File: config.mk
export PLATFORM = sky130hd
export DESIGN_NAME = lsdsr_ctrl
export DESIGN_NICKNAME = d
export VERILOG_FILES = /design/src/rtl/core/lsdsr_pkg.sv /design/src/rtl/core/lsdsr_ctrl.sv
export VERILOG_INCLUDE_DIRS = /design/src /design/src/rtl/core
export SDC_FILE = /design/constraint.sdc
export NUM_CORES = 1
export LEC_CHECK = 0
export BUFFER_PORTS_ARGS = -buffer_cell sky130_fd_sc_hd__buf_2
export CAP_MARGIN = 10
export CORE_AREA = 2 2 39 41
export CTS_CLUSTER_DIAMETER = 100
export DETAILED_ROUTE_END_ITERATION = 7
export DIE_AREA = 0 0 41 43
export PLACE_DENSITY = 0.57
export SLEW_MARGIN = 10
export SYNTH_ARGS = -nofsm -noshare
export SYNTH_HDL_FRONTEND = slang
export SYNTH_SLANG_ARGS = --single-unit
export TNS_END_PERCENT = 20
File: constraint.sdc
create_clock -name i_clk -period 1.4 [get_ports i_clk]
set_clock_uncertainty 0.05 [all_clocks]
set_input_delay 0.21 -clock i_clk [delete_from_list [all_inputs] [get_ports i_clk]]
set_output_delay 0.21 -clock i_clk [all_outputs]
set_load 0.01 [all_outputs]
File: src/rtl/core/lifo_stack_dup_swap_rotate_defines.svh
// Assertion macros shared by the stack modules
`ifndef LIFO_STACK_DUP_SWAP_ROTATE_DEFINES_SVH
`define LIFO_STACK_DUP_SWAP_ROTATE_DEFINES_SVH
`ifndef SYNTH
`define LSDSR_ASSERT(lbl, clk, rst_n, prop) \
    lbl: assert property (@(posedge clk) disable iff (!rst_n) (prop)) \
        else $error("lifo stack check failed");
`define LSDSR_ASSERT_IMP(lbl, clk, rst_n, en, prop) \
    lbl: assert property (@(posedge clk) disable iff (!rst_n) (en) |-> (prop)) \
        else $error("lifo stack check failed");
`else
`define LSDSR_ASSERT(lbl, clk, rst_n, prop)
`define LSDSR_ASSERT_IMP(lbl, clk, rst_n, en, prop)
`endif
`endif

File: src/rtl/core/lsdsr_pkg.sv
package lsdsr_pkg;

    localparam int DEPTH  = 256;
    localparam int DATA_W = 32;
    localparam int ADDR_W = $clog2(DEPTH);
    localparam int CNT_W  = $clog2(DEPTH + 1);
    localparam int KIND_W = 3;
    localparam int ROT_W  = 9;

    typedef enum logic [KIND_W-1:0] {
        REQ_PUSH = 3'd0,
        REQ_POP  = 3'd1,
        REQ_DUP  = 3'd2,
        REQ_EXCH = 3'd3,
        REQ_LROT = 3'd4,
        REQ_RROT = 3'd5
    } t_req;

    typedef enum logic [2:0] {
        ST_IDLE,
        ST_EXEC,
        ST_SEG,
        ST_RD,
        ST_WLO,
        ST_WHI,
        ST_RESULT
    } t_state;

    typedef struct packed {
        logic look;
        logic accept;
        logic exec;
        logic seg_load;
        logic seg_next;
        logic swap_rd;
        logic wr_lo;
        logic wr_hi;
        logic out_load;
    } t_cmd;

    typedef struct packed {
        logic swap;
        logic rot;
        logic seg_live;
        logic last_seg;
        logic more;
    } t_stat;

endpackage

File: src/rtl/core/lsdsr_ctrl.sv
`include "lifo_stack_dup_swap_rotate_defines.svh"

module lsdsr_ctrl (
    input  logic             i_clk,
    input  logic             i_rst_n,
    input  logic             i_valid,
    output logic             o_stall,
    output logic             o_valid,
    input  logic             i_stall,
    input  lsdsr_pkg::t_stat i_stat,
    output lsdsr_pkg::t_cmd  o_cmd
);
    import lsdsr_pkg::*;

    t_state r_state;
    t_state n_state;
    logic   r_out_valid;
    logic   n_out_valid;
    t_cmd   cmd;

    always_ff @(posedge i_clk) begin
        if (!i_rst_n) begin
            r_state     <= ST_IDLE;
            r_out_valid <= 1'b0;
        end else begin
            r_state     <= n_state;
            r_out_valid <= n_out_valid;
        end
    end

    always_comb begin
        cmd     = '0;
        n_state = r_state;
        case (r_state)
            ST_IDLE: begin
                cmd.look = 1'b1;
                if (i_valid) begin
                    cmd.accept = 1'b1;
                    n_state    = ST_EXEC;
                end
            end
            ST_EXEC: begin
                cmd.exec = 1'b1;
                if (i_stat.swap) begin
                    n_state = ST_WLO;
                end else if (i_stat.rot) begin
                    n_state = ST_SEG;
                end else begin
                    n_state = ST_RESULT;
                end
            end
            ST_SEG: begin
                cmd.seg_load = 1'b1;
                if (i_stat.seg_live) begin
                    n_state = ST_RD;
                end else if (i_stat.last_seg) begin
                    n_state = ST_RESULT;
                end else begin
                    cmd.seg_next = 1'b1;
                end
            end
            ST_RD: begin
                cmd.swap_rd = 1'b1;
                n_state     = ST_WLO;
            end
            ST_WLO: begin
                cmd.wr_lo = 1'b1;
                n_state   = ST_WHI;
            end
            ST_WHI: begin
                cmd.wr_hi = 1'b1;
                if (i_stat.more) begin
                    n_state = ST_RD;
                end else if (i_stat.last_seg) begin
                    n_state = ST_RESULT;
                end else begin
                    cmd.seg_next = 1'b1;
                    n_state      = ST_SEG;
                end
            end
            ST_RESULT: begin
                // hold until the output register is free
                if (!r_out_valid || !i_stall) begin
                    cmd.out_load = 1'b1;
                    n_state      = ST_IDLE;
                end
            end
            default: n_state = ST_IDLE;
        endcase
    end

    always_comb begin
        n_out_valid = r_out_valid;
        if (cmd.out_load) begin
            n_out_valid = 1'b1;
        end else if (!i_stall) begin
            n_out_valid = 1'b0;
        end
    end

    assign o_stall = (r_state != ST_IDLE);
    assign o_valid = r_out_valid;
    assign o_cmd   = cmd;

    `LSDSR_ASSERT_IMP(a_no_overwrite, i_clk, i_rst_n, cmd.out_load, !r_out_valid || !i_stall)
    `LSDSR_ASSERT_IMP(a_valid_from_load, i_clk, i_rst_n, $rose(r_out_valid), $past(cmd.out_load))

endmodule

# Word level (Yosys, flattened, before mapping)
# Index checks and enable logic that the tools add are counted.
# word_totals
reg_bits,4
input_bits,9
word_cells,42
# op_classes
eq_ne,10
n_mux,24
n_reduce_logical,6
# ops
op,count
$mux 3,8
$pmux 3 s7,1
$mux 1,13
$eq 3x3->1 const B,3
$eq 3x2->1 const B,2
$ne 2x2->1 const B,2
$eq 3x1->1 const B,1
$logic_not 3->1,1
$ne 3x3->1 const B,1
$reduce_and 3->1,1
$reduce_bool 3->1,1
$logic_not 1->1,2
$mux 2,1
$ne 2x1->1 const B,1
$pmux 1 s2,1
$logic_or 1x1->1,1

# Logic depth before layout (Yosys ltp)
# Gate-level depths: netlist of run 1.
# depth
depth_word,5
mapped_depth,5

# Worst setup path after synthesis of run 1
# OpenSTA, ideal clock, no wires.
# synth_path
path_type,reg2out
startpoint,reg r_state[0]
endpoint,out o_cmd[4] in the netlist's numbering
arrival_ns,1.198
required_ns,1.140
path_slack_ns,-0.058
stages_incl_launch_ff,6
path_buffers,1
cell_sequence,dfxtp_1 buf_2 inv_1 nor3_1 nand2b_1 a21oi_1
# synth_rtl
item,line,source
"start, declared",lsdsr_ctrl.sv:15,t_state r_state;
"start signal, assigned",lsdsr_ctrl.sv:26,r_state <= n_state;
"end, declared",lsdsr_ctrl.sv:11,output lsdsr_pkg::t_cmd o_cmd

==> results of run 1 <==
worst min path at each step:
| stage | endpoint | startpoint | depth (start not counted) | slack [ns] |
|---|---|---|---|---|
| floorplan | r_state[1]$_SDFFE_PN0P_ | i_rst_n | 2 | 0.28 |
| CTS | r_state[1]$_SDFFE_PN0P_ | i_rst_n | 3 | 0.19 |
| global placement | r_state[1]$_SDFFE_PN0P_ | i_rst_n | 3 | 0.44 |
| finish | r_state[1]$_SDFFE_PN0P_ | i_rst_n | 3 | 0.19 |
| global route | r_state[1]$_SDFFE_PN0P_ | i_rst_n | 3 | 0.21 |
| detailed placement | r_state[1]$_SDFFE_PN0P_ | i_rst_n | 3 | 0.44 |
area by class of cell:
class                      count  share of cell area
clock buffer                   3              0.0415
tap                           16              0.0369
timing repair buffer          26               0.279
multi-input combinational     34               0.463
sequential                     4               0.152
inverter                       4              0.0276
kinds of logic after synthesis:
| kind of cell | after synthesis |
|---|---|
| buffers and inverters | 8 |
| flip-flops | 4 |
| AND/OR/NAND/NOR | 21 |
| AO/OA/AOI/OAI | 13 |
routing by layer:
layer | global-route usage | share of wire | up-vias
li1 | - | - | 213
met1 | 0.176 | 0.43 | 171
met2 | 0.175 | 0.45 | 19
met3 | 0.0157 | 0.097 | 2
met4 | 0.100 | 0.016 | 0
met5 | 0 | 0 | -
sequential cells by signal (all words and copies together) (netlist names):
signal and count:
o_valid 1, r_state 3
worst min-delay path: cells and delay by family:
| kind | cells | cell delay (ns) |
|---|---|---|
| buf+inv | 1 | 0.13 |
| simple gates | 1 | 0.06 |
| compound gates | 1 | 0.04 |
where the power goes:
group	switching (mW)	total [mW]	internal, mW
logic	0.135	0.266	0.130
registers	0.0142	0.143	0.129
clock network	0.0427	0.138	0.0956
cells in the final DEF, fill, tap and decap left out, types with 2 or more instances in the layout:
cell type  count
nand2_1        4
a21oi_1        3
buf_4          6
nor2_1         4
clkbuf_4       3
buf_2         19
dfxtp_2        2
nor3_4         2
dfxtp_1        2
nand2b_1       4
a21oi_2        2
inv_1          3
what timing repair did:
item / CTS / global route
pin swaps: 2 / 1
endpoints found under the setup margin: 6 / 8
resized for setup: 3 / 7
==> results by group, run 1 <==
Global route
  • Vias in the first global route: 385
  • Initial antenna violation count: 0
  • Largest net degree at the start of global routing: 11
  • Gr usage total: 0.129
  • Grt total ovfl: 0
  • First-pass GRT wire length: 1560 um

Clock tree
  • Post-CTS Hold Buffers: 0
  • Post-CTS Setup Inserts: 0
  • Clk Latency, worst-skew pair: 0.23 ns
  • Max clock buf depth: 2
  • CTS tree: built
  • Clk root buf: clkbuf_4
  • CTS clk-pin slew, worst paths: approximately 0.030 ns
  • Sink Count: 4
  • H-tree levels: 1
  • Num CTS Buffers: 3

Synth
  • Mux contribution to synthesized area: 0
  • Post-synthesis sequential area ratio: 0.231
  • Flops & latches, synth: 4
  • Top_reg_cell synth: dfxtp_1
  • Post-Syn Area: about 350 um2
  • Count of cell types in the netlist: 23
  • Complex-gate fraction of the synthesized area: 0.274
  • Post-synth EDFFs: 0
  • Post-synth top area cell: dfxtp_1
  • Simple-Gate Fraction of Synth Area: 0.350
  • Synth Area in XOR/XNOR: 0
  • Largest family of logic cells by synthesized area: simple AND/OR/NAND/NOR gates
  • Count leader, synth: a21oi_1
  • Synthesized Nets: 55
  • Dominant cells by area after synthesis: dfxtp_1 (23%), a21oi_1 (7.2%), nand2b_1 (7.2%), buf_6 (6.5%), nor3_1 (4.3%)
  • Yosys top cell area share: 0.231
  • Synthesis Warnings: 0
  • Syn avg cell area: between 7 and 8 um2
  • Post-synthesis cell count: 46
  • Adder-cell share of the synthesized area: 0
  • Fraction of registers with async set/reset: 0

Worst setup path
  • Setup crit start: r_state[2]$_SDFFE_PN0P_
  • Register-to-register setup slack: 0.10 ns
  • Crit Path Class: reg -> out
  • Buffers and inverters on the worst path: 1
  • Critical Path AT: 1.28 ns
  • Critical-path cell list: nand2b_4 -> or3_4 -> a21oi_2 -> buf_2
  • Crit path max-delay cell type: or3_4
  • Crit path capture: o_cmd[4]
  • Critical path fanouts, max: 4
  • Reg2reg end: r_state[2]$_SDFFE_PN0P_
  • Startpoint class of the critical path: flop
  • CP top delay family: simple AND/OR/NAND/NOR gates
  • RR Startpoint: r_state[2]$_SDFFE_PN0P_
  • Reg2reg path depth: 4
  • WP depth: 4
  • Crit path largest cell delay: 0.34 ns
  • CP Data Required Time: about 1.1 ns
  • Worst setup EP type: output pin

Place
  • Port-buffer cells: 19
  • # placed instances: 84
  • HPWL Detailed: 744 um
  • Placer Congestion: 0.741
  • Placement Setup Slack: 0.0577 ns
  • Area after DPL: 484 um2

Layout
  • Final nets: 82
  • Filler cell count: around 160
  • Ratio of cells with drive above 1 in the final layout: 0.606
  • Final std cells w/o fill: 87
  • # diodes: 0
  • Area delta synth->final: 56.7%
  • Design area: 543 um2
  • Multi-input gate area: around 250 um2
  • Fin util: 0.392
  • FF/Latch Area: 82.6 um2

STA
  • Slew Viols, Final: 0
  • RSZ-0062 raised after global routing: yes
  • Least-Margin Pin Slew: about 0.21 ns
  • Hold Slack: 0.194 ns
  • Max Freq: 648 MHz
  • Count of final setup violators: 2
  • Setup ws final: -0.142 ns
  • Post-route clock period utilization: 1.10
  • Final Hold Viols: 0
  • Final min period: between 1.5 and 2 ns
  • Relative slew slack: 0.861
  • Setup TNS Final: -0.195 ns

Pwr
  • Pwr Total: ~550 uW
  • Pwr Density: 1010 nW/um2
  • Leak pwr: between 0.2 and 0.3 nW
  • Worst ir drop on vdd: 0.000407 V

Min path
  • HP Class: in -> reg

Run
  • Maxcap violations: 0

Route
  • Vias: between 400 and 500
  • Vias per cell: 4.66
  • DRC viols: 0
  • DR iter-0 viols: 8
  • Drt pass-1 iters: 4
  • Post-Route WL: 899 um
  • Avg WL per Cell: 10.3 um
  • Routed Antenna Nets: 0

Die
  • Rows: 14
  • Num ports: 20
  • Die area: 1760 um2
  • Effective utilization at floorplan: 0.250
  • Die width: between 40 and 50 um
  • Chip height: around 43 um
  • Core Region: 1380 um2

Outcome
  • Outcome: complete, but fails checks
  • Failing checks: setup timing
Note: power is estimated with default switching activity, not from simulation.
==> inputs of run 2 (changes only) <==
SETUP_SLACK_MARGIN = 0.3   (was default)
==> run 2 against run 1 <==
  * The flow still finishes with violations (setup timing)
  * Sequential power up 4%
  * Count of clock-buffer cells in the layout stayed put
  * First-iteration DRC count grew to 2.5 times the previous value
  * Largest cell class unchanged
  * Die area is the same
  * Via count is 3.5% higher
  * Largest power group unchanged
  * Maximum frequency shrank 0.49%
  * Global-route usage up 0.20 points
  * Final cell count shrank 1.1%
==> results by group, run 2 (same netlist as run 1, synthesis figures left out) <==
Clock tree
  • Post-CTS Setup Inserts: 0 (unchanged)
  • Max clock buf depth: 2 (unchanged)
  • H-tree levels: 1 (unchanged)
  • CTS clk-pin slew, worst paths: 0.04 ns (about the same)
  • Num CTS Buffers: 3 (unchanged)
  • Clk root buf: clkbuf_4
  • Sink Count: 4 (unchanged)
  • Clk Latency, worst-skew pair: 0.23 ns (about the same)
  • CTS tree: built

Route
  • Post-Route WL: 974 um (+8.3%)
  • Vias per cell: 4.87 (+4.7%)
  • DR iter-0 viols: 20 (+12)
  • Drt pass-1 iters: 4 (unchanged)
  • Avg WL per Cell: 11.3 um (+9.6%)
  • Vias: 419 (+3.5%)
  • DRC viols: 0 (unchanged)
  • Routed Antenna Nets: 0 (unchanged)

Layout
  • Commonest cells after routing, fill and taps aside: buf_2 (19), buf_4 (5)
  • Area delta synth->final: 53.8%
  • Most flops, register: r_state
  • Max FFs per register: 3 (unchanged)
  • Ratio of cells with drive above 1 in the final layout: 0.600 (-0.00563)
  • Most common cell after layout, fill and taps aside: buf_2
  • # diodes: 0 (unchanged)
  • Filler cell count: 149 (-3.9%)
  • Final nets: 81 (-1.2%)

Pwr
  • Worst ir drop on vdd: 0.000435 V (+6.9%)
  • Clock share of power: 0.255 (+0.002)
  • Pwr Density: 1020 nW/um2 (+1.2%)
  • Comb pwr share: 0.471 (-0.015)
  • Leak pwr: 0.254 nW (-1.5%)
  • Sw Share: 0.356 (+0.00365)
  • NetSw: 193 uW (+0.38%)
  • Pwr Total: 543 uW (-0.65%)
  • Pint: 350 uW (-1.2%)
  • Sequential power share: 0.274 (+0.013)

STA
  • Max Freq: 645 MHz (-0.49%)
  • RSZ-0062 raised after global routing: yes
  • Count of final setup violators: 2 (unchanged)
  • Final Hold Viols: 0 (unchanged)
  • Setup ws final: -0.150 ns (-0.00766 ns)
  • Final min period: 1.55 ns (+0.00766 ns)
  • Relative slew slack: 0.882 (+0.0209)
  • Post-route clock period utilization: 1.11 (+0.00547)
  • Least-Margin Pin Slew: 0.176 ns (-0.0319 ns)
  • Hold Slack: 0.185 ns (-0.00855 ns)
  • Slew Viols, Final: 0 (unchanged)

Worst setup path
  • Register-to-register setup slack: 0.10 ns (about the same)
  • Critical path fanouts, max: 4 (unchanged)
  • Crit Path Class: reg -> out
  • Startpoint class of the critical path: flop
  • Setup crit start: r_state[2]$_SDFFE_PN0P_
  • Critical Path AT: 1.29 ns (about the same)
  • Crit path capture: o_cmd[4]
  • Worst setup EP type: output pin
  • RR Startpoint: r_state[2]$_SDFFE_PN0P_
  • Reg2reg path depth: 4 (unchanged)
  • CP Data Required Time: 1.14 ns (about the same)
  • Reg2reg end: r_state[2]$_SDFFE_PN0P_

Global route
  • Initial antenna violation count: 0 (unchanged)
  • Gr usage total: 0.131 (+0.00201)
  • Grt total ovfl: 0 (unchanged)
  • Vias in the first global route: 403 (+4.7%)
  • First-pass GRT wire length: 1580 um (+1.3%)
  • Largest net degree at the start of global routing: 7 (-4)

Die
  • Chip height: 43 um (unchanged)
  • Core Region: 1380 um2 (unchanged)
  • Effective utilization at floorplan: 0.250 (unchanged)
  • Rows: 14 (unchanged)
  • Die width: 41 um (unchanged)
  • Num ports: 20 (unchanged)
  • Die area: 1760 um2 (unchanged)

Outcome
  • Failing checks: setup timing
  • Outcome: complete, but fails checks

Run
  • Maxcap violations: 0 (unchanged)

Place
  • Port-buffer cells: 19 (unchanged)
  • Placer Congestion: 0.714 (-3.7%)
  • HPWL Detailed: 801 um (+7.7%)

Min path
  • HP Class: in -> reg
[run 2: cell type report]
class | instances | area (um2) | area share
well taps | 16 | 20.0 | 0.0376
inverters | 4 | 15.0 | 0.0282
multi-input cells | 34 | 248 | 0.465
repair buffers | 25 | 144 | 0.270
flip-flops and latches | 4 | 83.8 | 0.157
clock buffers | 3 | 22.5 | 0.0423
[run 2: repair_timing]
| action | 4_1_cts | 5_1_grt |
|---|---|---|
| setup endpoints to repair | 13 | 13 |
| resized for setup | 7 | 2 |
| hold buffers | 0 | 0 |
| pin swaps | 3 | 1 |
[run 2: critical path: stages (launching register included)]
cell and delay [ns]:
dfxtp_2 0.33, nand2b_4 0.14, or3_4 0.34, a21oi_2 0.11, buf_2 0.13
[run 2: how the worst min path moves through the flow]
| stage | from | slack, ns | cells past startpoint | to |
|---|---|---|---|---|
| floorplan | i_rst_n | 0.28 | 2 | r_state[1]$_SDFFE_PN0P_ |
| global placement | i_rst_n | 0.43 | 3 | r_state[1]$_SDFFE_PN0P_ |
| detailed placement | i_rst_n | 0.43 | 3 | r_state[1]$_SDFFE_PN0P_ |
| CTS | i_rst_n | 0.18 | 3 | r_state[1]$_SDFFE_PN0P_ |
| global route | i_rst_n | 0.21 | 3 | r_state[1]$_SDFFE_PN0P_ |
| finish | i_rst_n | 0.19 | 3 | r_state[1]$_SDFFE_PN0P_ |
[run 2: stage by stage]
step / instance area, um2 / setup slack (ns) / TNS (ns) / cells / utilization
after floorplan: 355 / 0.0731 / 0 / 46 / -
after CTS: 526 / -0.168 / -0.248 / 86 / 0.380
after global routing: 533 / -0.195 / -0.407 / 86 / 0.385
after global placement: 480 / 0.0696 / 0 / 83 / 0.347
after detailed placement: 480 / 0.0773 / 0 / 83 / 0.347
final: 533 / -0.150 / -0.191 / 86 / 0.385
[run 2: power groups by stage]
| stage | combinational [mW] | sequential [mW] | clock (mW) |
|---|---|---|---|
| floorplan | 0.159 | 0.135 | 0 |
| global route | 0.281 | 0.151 | 0.154 |
| detailed placement | 0.238 | 0.144 | 0 |
| global placement | 0.236 | 0.144 | 0 |
| CTS | 0.253 | 0.147 | 0.149 |
| finish | 0.256 | 0.149 | 0.138 |
[run 2: layer usage]
metal	vias to the layer above	global-route usage	wire (um)
met2	21	0.203	473
met5	-	0	0
met4	0	0.100	8
met3	2	0.0157	87
li1	209	-	-
met1	187	0.154	405
